File: src/sv/itag_pkg.sv
`timescale 1ns / 1ps

package itag_pkg;

    localparam int AW          = 48;
    localparam int LW          = 5;
    localparam int CFG_W       = 7;
    localparam int CFG_IDX_W   = 1;
    localparam int TABLE_DEPTH = 17;
    localparam int TBL_IDX_W   = $clog2(TABLE_DEPTH);
    localparam int GB_SHIFT    = 30;
    localparam int RADIX_LOG2  = 3;

    localparam logic [1:0] CMD_TREE_PARENT = 2'd0;
    localparam logic [1:0] CMD_COUNTER     = 2'd1;
    localparam logic [1:0] CMD_HASH        = 2'd2;

    localparam logic [CFG_IDX_W-1:0] REG_MEMORY_GB = 1'd0;
    localparam logic [CFG_IDX_W-1:0] REG_START_GB  = 1'd1;

    typedef enum logic [1:0] {
        ST_ROUND,
        ST_TREE,
        ST_FILL,
        ST_RUN
    } t_build_state;

    typedef struct packed {
        logic                 en;
        logic [TBL_IDX_W-1:0] idx;
        logic [AW-1:0]        data;
    } t_tbl_wr;

    typedef struct packed {
        logic          ready;
        logic [LW-1:0] leaf_lvl;
        logic [AW-1:0] base0;
        logic [AW-1:0] lo;
        logic [AW-1:0] hi;
    } t_tbl_info;

endpackage

File: src/sv/itag_if.sv
`timescale 1ns / 1ps

interface itag_in_if
    import itag_pkg::*;
();
    logic          valid;
    logic          ready;
    logic [1:0]    command;
    logic [AW-1:0] lookup_addr;
    logic [LW-1:0] addr_level;

    modport source (output valid, output command, output lookup_addr, output addr_level,
                    input ready);
    modport sink (input valid, input command, input lookup_addr, input addr_level,
                  output ready);
endinterface

interface itag_out_if
    import itag_pkg::*;
();
    logic          valid;
    logic          ready;
    logic [AW-1:0] result_addr;
    logic [LW-1:0] result_level;
    logic [LW-1:0] data_level_now;
    logic          range_error;

    modport source (output valid, output result_addr, output result_level,
                    output data_level_now, output range_error, input ready);
    modport sink (input valid, input result_addr, input result_level,
                  input data_level_now, input range_error, output ready);
endinterface

File: src/sv/itag_builder.sv
`timescale 1ns / 1ps

module itag_builder
    import itag_pkg::*;
#(
    parameter int LBB        = 6,
    parameter int LTA        = 3,
    parameter int LCA        = 6,
    parameter int LHB        = 3,
    parameter int MAX_LEVELS = 16
) (
    input  logic                 i_clk,
    input  logic                 i_rst_n,
    input  logic                 i_cfg_we,
    input  logic [CFG_IDX_W-1:0] i_cfg_idx,
    input  logic [CFG_W-1:0]     i_cfg_data,
    output t_tbl_wr              o_wr,
    output t_tbl_info            o_info
);

    localparam logic [AW-1:0] N_INIT = AW'(1) << (2 * RADIX_LOG2);

    t_build_state r_state, n_state;
    logic [CFG_W-1:0] r_mem_gb, r_start_gb;
    logic [AW-1:0]    r_n, n_n;
    logic [AW-1:0]    r_num, n_num;
    logic [AW-1:0]    r_acc, n_acc;
    logic [AW-1:0]    r_cnt, n_cnt;
    logic [LW-1:0]    r_t, n_t;
    logic [LW-1:0]    r_dl, n_dl;
    logic [LW-1:0]    r_idx, n_idx;

    logic [AW-1:0] size, start, lo, hi, blocks, last, cnt_div;
    logic          tree_more;

    assign size      = AW'(r_mem_gb) << GB_SHIFT;
    assign start     = AW'(r_start_gb) << GB_SHIFT;
    assign lo        = start + size;
    assign hi        = lo + size;
    assign blocks    = size >> LBB;
    assign last      = r_n >> LCA;
    assign cnt_div   = r_cnt >> LTA;
    assign tree_more = (r_num < last) && ((r_t + LW'(2)) < LW'(MAX_LEVELS));

    always_comb begin
        n_state = r_state;
        case (r_state)
            ST_ROUND: begin
                if (r_n >= blocks) n_state = ST_TREE;
            end
            ST_TREE: begin
                if (!tree_more) n_state = ST_FILL;
            end
            ST_FILL: begin
                if (r_idx == LW'(1)) n_state = ST_RUN;
            end
            ST_RUN: n_state = ST_RUN;
            default: n_state = ST_ROUND;
        endcase
        if (i_cfg_we) n_state = ST_ROUND;
    end

    always_comb begin
        n_n     = r_n;
        n_num   = r_num;
        n_acc   = r_acc;
        n_cnt   = r_cnt;
        n_t     = r_t;
        n_dl    = r_dl;
        n_idx   = r_idx;
        o_wr    = '0;
        case (r_state)
            ST_ROUND: begin
                if (r_n < blocks) begin
                    n_n = r_n << RADIX_LOG2;
                end else begin
                    n_t   = '0;
                    n_num = AW'(1);
                end
            end
            ST_TREE: begin
                if (tree_more) begin
                    n_t   = r_t + LW'(1);
                    n_num = r_num << LTA;
                end else begin
                    n_dl  = r_t + LW'(2);
                    n_idx = r_t + LW'(2);
                end
            end
            ST_FILL: begin
                o_wr.en  = 1'b1;
                o_wr.idx = r_idx[TBL_IDX_W-1:0];
                n_idx    = r_idx - LW'(1);
                if (r_idx == r_dl) begin
                    o_wr.data = start;
                    n_acc     = lo + (r_n << LHB);
                    n_cnt     = last;
                end else begin
                    o_wr.data = r_acc;
                    n_acc     = r_acc + (r_cnt << LBB);
                    n_cnt     = (cnt_div == '0) ? AW'(1) : cnt_div;
                end
            end
            default: ;
        endcase
        if (i_cfg_we) n_n = N_INIT;
    end

    always_ff @(posedge i_clk) begin
        if (!i_rst_n) begin
            r_state    <= ST_ROUND;
            r_mem_gb   <= CFG_W'(1);
            r_start_gb <= '0;
            r_n        <= N_INIT;
            r_dl       <= LW'(2);
        end else begin
            r_state <= n_state;
            r_n     <= n_n;
            r_dl    <= n_dl;
            if (i_cfg_we && i_cfg_idx == REG_MEMORY_GB) r_mem_gb <= i_cfg_data;
            if (i_cfg_we && i_cfg_idx == REG_START_GB) r_start_gb <= i_cfg_data;
        end
    end

    always_ff @(posedge i_clk) begin
        r_num <= n_num;
        r_acc <= n_acc;
        r_cnt <= n_cnt;
        r_t   <= n_t;
        r_idx <= n_idx;
    end

    assign o_info.ready    = (r_state == ST_RUN);
    assign o_info.leaf_lvl = r_dl;
    assign o_info.base0    = lo;
    assign o_info.lo       = lo;
    assign o_info.hi       = hi;

    a_dl_range: assert property (@(posedge i_clk) disable iff (!i_rst_n)
        (r_dl >= LW'(2)) && (r_dl <= LW'(MAX_LEVELS)))
        else $error("data level out of range");

    a_wr_idx: assert property (@(posedge i_clk) disable iff (!i_rst_n)
        o_wr.en |-> (o_wr.idx >= TBL_IDX_W'(1)) && (LW'(o_wr.idx) <= r_dl))
        else $error("table write outside built levels");

    a_run_holds: assert property (@(posedge i_clk) disable iff (!i_rst_n)
        (r_state == ST_RUN) && !i_cfg_we |=> (r_state == ST_RUN))
        else $error("table left run without a register write");

endmodule

File: src/sv/itag_lookup.sv
`timescale 1ns / 1ps

module itag_lookup
    import itag_pkg::*;
#(
    parameter int LBB = 6,
    parameter int LTA = 3,
    parameter int LCA = 6,
    parameter int LHB = 3
) (
    input  logic       i_clk,
    input  logic       i_rst_n,
    input  t_tbl_wr    i_wr,
    input  t_tbl_info  i_info,
    itag_in_if.sink    i_item,
    itag_out_if.source o_result
);

    localparam int HSH = (LBB > LHB) ? (LBB - LHB) : 0;

    logic [AW-1:0] mem [TABLE_DEPTH];

    logic          r_s_valid;
    logic [1:0]    r_s_cmd;
    logic [AW-1:0] r_s_addr;
    logic [LW-1:0] r_s_lvl;
    logic [AW-1:0] r_rd_cur, r_rd_par;

    logic          r_o_valid;
    logic [AW-1:0] r_o_addr;
    logic [LW-1:0] r_o_level;
    logic [LW-1:0] r_o_dl;
    logic          r_o_err;

    logic out_en, s_en, load;
    logic [TBL_IDX_W-1:0] a_cur, a_par;

    logic [AW-1:0] base_cur, base_par, diff, blk, par, span, hash_res, par_res;
    logic [AW-1:0] res;
    logic [LW-1:0] rlvl;
    logic          err, ok_hash, ok_par, is_hash, is_par;

    assign out_en       = !r_o_valid || o_result.ready;
    assign s_en         = !r_s_valid || out_en;
    assign i_item.ready = s_en && i_info.ready;
    assign load         = i_item.valid && i_item.ready;

    assign a_cur = (i_item.addr_level <= LW'(TABLE_DEPTH - 1)) ?
                   i_item.addr_level[TBL_IDX_W-1:0] : '0;
    assign a_par = ((i_item.addr_level >= LW'(1)) &&
                    (i_item.addr_level <= LW'(TABLE_DEPTH - 1))) ?
                   TBL_IDX_W'(i_item.addr_level - LW'(1)) : '0;

    always_ff @(posedge i_clk) begin
        if (i_wr.en) mem[i_wr.idx] <= i_wr.data;
        if (load) begin
            r_rd_cur <= mem[a_cur];
            r_rd_par <= mem[a_par];
            r_s_cmd  <= i_item.command;
            r_s_addr <= i_item.lookup_addr;
            r_s_lvl  <= i_item.addr_level;
        end
    end

    always_comb begin
        base_cur = (r_s_lvl == '0) ? i_info.base0 : r_rd_cur;
        base_par = (r_s_lvl == LW'(1)) ? i_info.base0 : r_rd_par;
        diff     = r_s_addr - base_cur;
        blk      = diff >> LBB;
        hash_res = i_info.base0 + ((blk >> HSH) << LBB);
        par      = (r_s_cmd == CMD_COUNTER) ? (blk >> LCA) : (blk >> LTA);
        span     = (base_par - base_cur) >> LBB;
        par_res  = base_par + (par << LBB);
        is_hash  = (r_s_cmd == CMD_HASH);
        is_par   = (r_s_cmd == CMD_TREE_PARENT) || (r_s_cmd == CMD_COUNTER);
        ok_hash  = r_s_lvl <= i_info.leaf_lvl;
        ok_par   = (r_s_lvl >= LW'(1)) && ok_hash;
        res      = '0;
        rlvl     = '0;
        err      = 1'b1;
        if (is_hash && ok_hash) begin
            res = hash_res;
            err = (hash_res < i_info.lo) || (hash_res >= i_info.hi);
        end else if (is_par && ok_par) begin
            res  = par_res;
            rlvl = r_s_lvl - LW'(1);
            err  = (par >= span) || (par_res == r_s_addr) ||
                   (par_res < i_info.lo) || (par_res >= i_info.hi);
        end
    end

    always_ff @(posedge i_clk) begin
        if (!i_rst_n) begin
            r_s_valid <= 1'b0;
            r_o_valid <= 1'b0;
        end else begin
            if (s_en) r_s_valid <= load;
            if (out_en) r_o_valid <= r_s_valid;
        end
    end

    always_ff @(posedge i_clk) begin
        if (out_en && r_s_valid) begin
            r_o_addr  <= res;
            r_o_level <= rlvl;
            r_o_dl    <= i_info.leaf_lvl;
            r_o_err   <= err;
        end
    end

    assign o_result.valid          = r_o_valid;
    assign o_result.result_addr    = r_o_addr;
    assign o_result.result_level   = r_o_level;
    assign o_result.data_level_now = r_o_dl;
    assign o_result.range_error    = r_o_err;

    a_level_below_data: assert property (@(posedge i_clk) disable iff (!i_rst_n)
        r_o_valid && !r_o_err |-> (r_o_level < r_o_dl))
        else $error("clean result above data level");

    a_stage_holds: assert property (@(posedge i_clk) disable iff (!i_rst_n)
        r_s_valid && !out_en |=> r_s_valid && $stable(r_s_addr))
        else $error("lookup stage dropped a stalled transaction");

    a_no_accept_building: assert property (@(posedge i_clk) disable iff (!i_rst_n)
        !i_info.ready |-> !load && !i_wr.en || !load)
        else $error("transaction accepted while table is built");

endmodule

File: src/sv/integrity_tree_address_generator_core.sv
`timescale 1ns / 1ps

// integrity tree address generator
// i_item carries a command, a byte address and its level; o_result returns the
// parent, counter or hash block address, its level, the current data level and
// a range error flag. both are valid/ready channels; a transaction moves when
// valid and ready are high at a clock edge.
// registers memory_gb (index 0) and start_gb (index 1) are written through
// i_cfg_we / i_cfg_idx / i_cfg_data; the user must write them only while no
// transaction is in flight, which the block does not enforce. after reset and
// after every register write a small sequencer rebuilds the level table by
// rounding the block count up, tree level counting, then one table write per
// level down to level 1; i_item.ready stays low meanwhile. a transaction goes
// through the registered two-port level table read, then the address
// arithmetic into the output register. throughput is one transaction per cycle
// while the table is built and results are taken; a stalled result waits in
// the output register while one more transaction is taken into the read stage.
module integrity_tree_address_generator_core
    import itag_pkg::*;
#(
    parameter int BLOCK_BYTES   = 64,
    parameter int TREE_ARITY    = 8,
    parameter int COUNTER_ARITY = 64,
    parameter int HASH_BYTES    = 8,
    parameter int MAX_LEVELS    = 16
) (
    input  logic                 i_clk,
    input  logic                 i_rst_n,
    itag_in_if.sink              i_item,
    itag_out_if.source           o_result,
    input  logic                 i_cfg_we,
    input  logic [CFG_IDX_W-1:0] i_cfg_idx,
    input  logic [CFG_W-1:0]     i_cfg_data
);

    localparam int LBB = $clog2(BLOCK_BYTES);
    localparam int LTA = $clog2(TREE_ARITY);
    localparam int LCA = $clog2(COUNTER_ARITY);
    localparam int LHB = $clog2(HASH_BYTES);

    t_tbl_wr   tbl_wr;
    t_tbl_info tbl_info;

    itag_builder #(
        .LBB        (LBB),
        .LTA        (LTA),
        .LCA        (LCA),
        .LHB        (LHB),
        .MAX_LEVELS (MAX_LEVELS)
    ) u_builder (
        .i_clk      (i_clk),
        .i_rst_n    (i_rst_n),
        .i_cfg_we   (i_cfg_we),
        .i_cfg_idx  (i_cfg_idx),
        .i_cfg_data (i_cfg_data),
        .o_wr       (tbl_wr),
        .o_info     (tbl_info)
    );

    itag_lookup #(
        .LBB (LBB),
        .LTA (LTA),
        .LCA (LCA),
        .LHB (LHB)
    ) u_lookup (
        .i_clk    (i_clk),
        .i_rst_n  (i_rst_n),
        .i_wr     (tbl_wr),
        .i_info   (tbl_info),
        .i_item   (i_item),
        .o_result (o_result)
    );

endmodule

File: src/flat_wrapper.sv
// flat-port wrapper written by rule: the top's interface ports become plain ports
module integrity_tree_address_generator_core_flat import itag_pkg::*;
#(
    parameter int BLOCK_BYTES   = 64,
    parameter int TREE_ARITY    = 8,
    parameter int COUNTER_ARITY = 64,
    parameter int HASH_BYTES    = 8,
    parameter int MAX_LEVELS    = 16
)
  (i_clk, i_rst_n, i_cfg_we, i_cfg_idx, i_cfg_data, i_item_valid, i_item_command, i_item_lookup_addr, i_item_addr_level, i_item_ready, o_result_valid, o_result_result_addr, o_result_result_level, o_result_data_level_now, o_result_range_error, o_result_ready);
  itag_in_if i_item_i ();
  itag_out_if o_result_i ();
  input  logic i_clk;
  input  logic i_rst_n;
  input  logic i_cfg_we;
  input  logic [CFG_IDX_W-1:0] i_cfg_idx;
  input  logic [CFG_W-1:0] i_cfg_data;
  input wire logic [$bits(i_item_i.valid)-1:0] i_item_valid;
  input wire logic [$bits(i_item_i.command)-1:0] i_item_command;
  input wire logic [$bits(i_item_i.lookup_addr)-1:0] i_item_lookup_addr;
  input wire logic [$bits(i_item_i.addr_level)-1:0] i_item_addr_level;
  output wire logic [$bits(i_item_i.ready)-1:0] i_item_ready;
  output wire logic [$bits(o_result_i.valid)-1:0] o_result_valid;
  output wire logic [$bits(o_result_i.result_addr)-1:0] o_result_result_addr;
  output wire logic [$bits(o_result_i.result_level)-1:0] o_result_result_level;
  output wire logic [$bits(o_result_i.data_level_now)-1:0] o_result_data_level_now;
  output wire logic [$bits(o_result_i.range_error)-1:0] o_result_range_error;
  input wire logic [$bits(o_result_i.ready)-1:0] o_result_ready;
  assign i_item_i.valid = i_item_valid;
  assign i_item_i.command = i_item_command;
  assign i_item_i.lookup_addr = i_item_lookup_addr;
  assign i_item_i.addr_level = i_item_addr_level;
  assign i_item_ready = i_item_i.ready;
  assign o_result_valid = o_result_i.valid;
  assign o_result_result_addr = o_result_i.result_addr;
  assign o_result_result_level = o_result_i.result_level;
  assign o_result_data_level_now = o_result_i.data_level_now;
  assign o_result_range_error = o_result_i.range_error;
  assign o_result_i.ready = o_result_ready;
  integrity_tree_address_generator_core #(.BLOCK_BYTES(BLOCK_BYTES), .TREE_ARITY(TREE_ARITY), .COUNTER_ARITY(COUNTER_ARITY), .HASH_BYTES(HASH_BYTES), .MAX_LEVELS(MAX_LEVELS)) u_core (.i_clk(i_clk), .i_rst_n(i_rst_n), .i_item(i_item_i), .o_result(o_result_i), .i_cfg_we(i_cfg_we), .i_cfg_idx(i_cfg_idx), .i_cfg_data(i_cfg_data));
endmodule
File: config.mk
export PLATFORM = sky130hd
export DESIGN_NAME = integrity_tree_address_generator_core_flat
export DESIGN_NICKNAME = d
export VERILOG_FILES = /design/src/sv/itag_pkg.sv /design/src/sv/itag_if.sv /design/src/sv/itag_builder.sv /design/src/sv/itag_lookup.sv /design/src/sv/integrity_tree_address_generator_core.sv /design/src/flat_wrapper.sv
export SDC_FILE = /design/constraint.sdc
export NUM_CORES = 2
export LEC_CHECK = 0
export BUFFER_PORTS_ARGS = -buffer_cell sky130_fd_sc_hd__buf_2
export CAP_MARGIN = 40
export CORE_UTILIZATION = 58
export DETAILED_ROUTE_END_ITERATION = 8
export PLACE_DENSITY = 0.78
export SLEW_MARGIN = 20
export SYNTH_ARGS = -nofsm -noshare
export SYNTH_HDL_FRONTEND = slang
export SYNTH_SLANG_ARGS = --single-unit
export TNS_END_PERCENT = 100
File: constraint.sdc
create_clock -name i_clk -period 8.2 [get_ports i_clk]
set_input_delay 0.82 -clock i_clk [delete_from_list [all_inputs] [get_ports i_clk]]
set_output_delay 0.82 -clock i_clk [all_outputs]
set_load 0.03 [all_outputs]
==> run_results.csv <==
group,metric,value,unit
status,status,"complete, but fails checks",
status,violations,"negative setup slack",
synthesis,synthFlopType,"edfxtp_1",
power,ir_drop,184,uV
worst_setup_path,criticalPathCategory,"reg -> reg",
worst_setup_path,cp_data_required_time,8740,ps
power,power_frac_clock,0.402,
global_routing,grt_pass1_vias,44600,
timing,setup_ws,-272,ps
timing,max_clock_freq,118,MHz
die,coreArea,98900,um^2
clock_network,cts_max_level,3,
placement,place_hpwl,123000,um
placement,pre_cts_slack,-723,ps
power,p_sw,2.71,mW
clock_network,clkSinkCount,1025,
route,totalWireLength,185000,um
timing,period_needed,8470,ps
power,intPower,8.60,mW
worst_setup_path,reg2reg_from,"u_core.u_lookup.r_s_lvl[1]",
route,drtIter0Drc,6349,
global_routing,grt_pass1_wl,270000,um
synthesis,avgSynthCellArea,11.6,um^2
timing,tightest_slew,939,ps
worst_setup_path,crit_fanout,8,
cells_and_area,layout_commonest_cell,"edfxtp_1",
die,die-area,101000,um^2
die,rows,115,
worst_setup_path,rr_worst_depth,43,
worst_setup_path,slowest_delay,560,ps
worst_setup_path,critPathLaunchType,"flop",
cells_and_area,final_cell_mix,"edfxtp_1 (988), nand2_1 (565), buf_4 (441)",
worst_setup_path,cpMaxStageDelayCell,"or4b_4",
cells_and_area,design_area,67300,um^2
synthesis,yosys.cell_types.count,102,
synthesis,synth.yosys.seq_area_share,0.523,
worst_setup_path,path_buf_inv,6,
die,chipWidth,319,um
route,ant_nets,0,
clock_network,cts_tree,"built",
global_routing,antenna_found_initial,4,
worst_setup_path,cpLargestDelayFamily,"simple AND/OR/NAND/NOR gates",
global_routing,track_usage,0.355,
synthesis,ys_warn_count,0,
route,vias_per_cell,6.75,
timing,setup_viol,1,
route,num_vias,45900,
die,initial_core_util,0.588,
cells_and_area,nNetsFinal,5741,
placement,placed_area,63400,um^2
power,switching_share,0.240,
min_path,min_to,"u_core.u_lookup.r_s_addr[38]",
timing,finalHoldViolCount,0,
min_path,hold_class,"in -> reg",
synthesis,synth_edf_count,988,
worst_setup_path,end_kind,"flop",
die,boundaryPins,129,
synthesis,synth_area,58100,um^2
worst_setup_path,cp_common_cell,"buf_4",
cells_and_area,drive_gt1_frac,0.230,
route,dr.pass1.iters,9,
clock_network,ctsLongestPathBuffers,3,
die,dieHeight,319,um
power,power_density,168,nW/um^2
timing,rsz0062_at_grt,"yes",
clock_network,clkTransAtPathRegs,60,ps
timing,slew_violations,0,
clock_network,cts-root-buf,"clkbuf_16",
power,p_leak,25.6,nW
placement,port_buffers,122,
cells_and_area,synthToLayoutAreaGrowth,15.9,%
worst_setup_path,crit_arrival,9010,ps
run,maxCapViolCount,0,
synthesis,synth_seq_cells,1025,
synthesis,synthCells,5022,
clock_network,worstSkewPairLatency,710,ps
route,drc,0,
route,drt-wirelength-per-cell,27.2,um
synthesis,async_reset_ff_frac,0,
timing,slew_headroom,0.367,
min_path,hold_start,"i_item_lookup_addr[38]",
global_routing,grt_max_degree,177,
min_path,worstHoldPathCells,1,
worst_setup_path,regToRegEndpoint,"u_core.u_lookup.o_result.range_error",
global_routing,overflow,0,
placement,place_congestion,1.03,
clock_network,cts_buffers,101,
timing,fin_skew,33.9,ps
power,seqPwrFrac,0.506,
timing,fin_crit_sh,1.03,
worst_setup_path,ff2ff_setup_slack,-270,ps
power,p_comb_frac,0.092,
## logic make-up (layout without fill, tap and decap cells)
logic type,Yosys count,after routing,synth area share
AO/OA/AOI/OAI,1300,1300,0.141
flip-flops,1025,1025,0.523
AND/OR/NAND/NOR,1436,1436,0.122
other,1,8,0.0000645
multiplexers,359,359,0.0936
XOR/XNOR,241,241,0.0378
buffers and inverters,401,884,0.0265
adder cells (fa/ha/maj),259,259,0.0559
## stage by stage
step	std cells	hold WS, ps	total power, mW	utilization	TNS (ps)
after detailed placement	6573	482	6.82	0.641	-723
after floorplan	5027	450	6.48	-	0
final	6799	286	11.3	0.681	-272
after global routing	6797	269	11.6	0.681	-624
after CTS	6770	250	11.3	0.675	-205
after global placement	6545	473	6.79	0.635	-568
## synthesized netlist by cell type, drive strengths merged (132+ instances only)
| cell | n | area share |
|---|---|---|
| clkbuf | 273 | 0.018 |
| xnor2 | 132 | 0.020 |
| a21oi | 160 | 0.014 |
| o211ai | 139 | 0.018 |
| edfxtp | 988 | 0.51 |
| or3 | 175 | 0.019 |
| mux2 | 212 | 0.041 |
| nand2 | 577 | 0.037 |
| nor2 | 177 | 0.011 |
| and2 | 152 | 0.016 |
| ha | 242 | 0.052 |
| o21ai | 451 | 0.039 |
## per-layer routing
metal,track usage,vias to the layer above,wire length [um]
li1,-,20000,-
met2,0.558,3049,84500
met5,0,-,21
met3,0.0849,714,22300
met1,0.440,22200,65000
met4,0.234,4,13400
## power by group through the flow
stage               Sequential, mW  Clock (mW)  Combinational [mW]
floorplan                     5.83           0               0.657
global placement              5.83           0               0.953
detailed placement            5.83           0               0.988
CTS                           5.72        4.55               0.999
global route                  5.72        4.74                1.10
finish                        5.72        4.55                1.04
## cell type report
cell class | instances | area (um^2)
Clock buffer | 120 | 2670
Sequential cell | 1025 | 30400
Antenna cell | 2 | 5.00
Tap cell | 1287 | 1610
Timing Repair Buffer | 611 | 4880
Clock inverter | 67 | 522
Multi-Input combinational cell | 3601 | 26900
Inverter | 86 | 327
Fill cell | 6843 | 31500
## worst max-delay path by stage
stage / depth (start not counted) / to / slack [ps] / start
floorplan: 42 / u_core.u_lookup.o_result.range_error / 10 / u_core.u_lookup.r_s_lvl[0]
global placement: 40 / u_core.u_lookup.o_result.range_error / -570 / u_core.u_lookup.r_s_lvl[0]
detailed placement: 43 / u_core.u_lookup.o_result.range_error / -720 / u_core.u_lookup.r_s_lvl[0]
CTS: 44 / u_core.u_lookup.o_result.range_error / -200 / u_core.u_lookup.r_s_lvl[0]
global route: 44 / u_core.u_lookup.o_result.range_error / -620 / u_core.u_lookup.r_s_lvl[1]
finish: 43 / u_core.u_lookup.o_result.range_error / -270 / u_core.u_lookup.r_s_lvl[1]
## what timing repair did
item	in CTS	in global routing
resized for setup	28	79
setup endpoints to repair	1	1
hold buffers	0	0
buffers inserted	10	16
gates cloned	0	3
pin swaps	17	58
hold endpoints to repair	0	0
## sequential cells by signal (all words and copies together), names as in the netlist
signal                                   cells
u_core.u_builder.r_acc                      42
u_core.u_builder.r_cnt                      14
u_core.u_builder.r_dl                        5
u_core.u_builder.r_idx                       5
u_core.u_builder.r_mem_gb                    7
u_core.u_builder.r_n                        14
u_core.u_builder.r_num                      16
u_core.u_builder.r_start_gb                  7
u_core.u_builder.r_state                     2
u_core.u_builder.r_t                         5
u_core.u_lookup.mem                        714
u_core.u_lookup.o_result.data_level_now      5
u_core.u_lookup.o_result.range_error         1
u_core.u_lookup.o_result.result_addr        42
u_core.u_lookup.o_result.result_level        5
u_core.u_lookup.o_result.valid               1
u_core.u_lookup.r_rd_cur                    42
u_core.u_lookup.r_rd_par                    42
u_core.u_lookup.r_s_addr                    48
u_core.u_lookup.r_s_cmd                      2
u_core.u_lookup.r_s_lvl                      5
u_core.u_lookup.r_s_valid                    1
No activity file was read; power rests on OpenSTA's default activity.
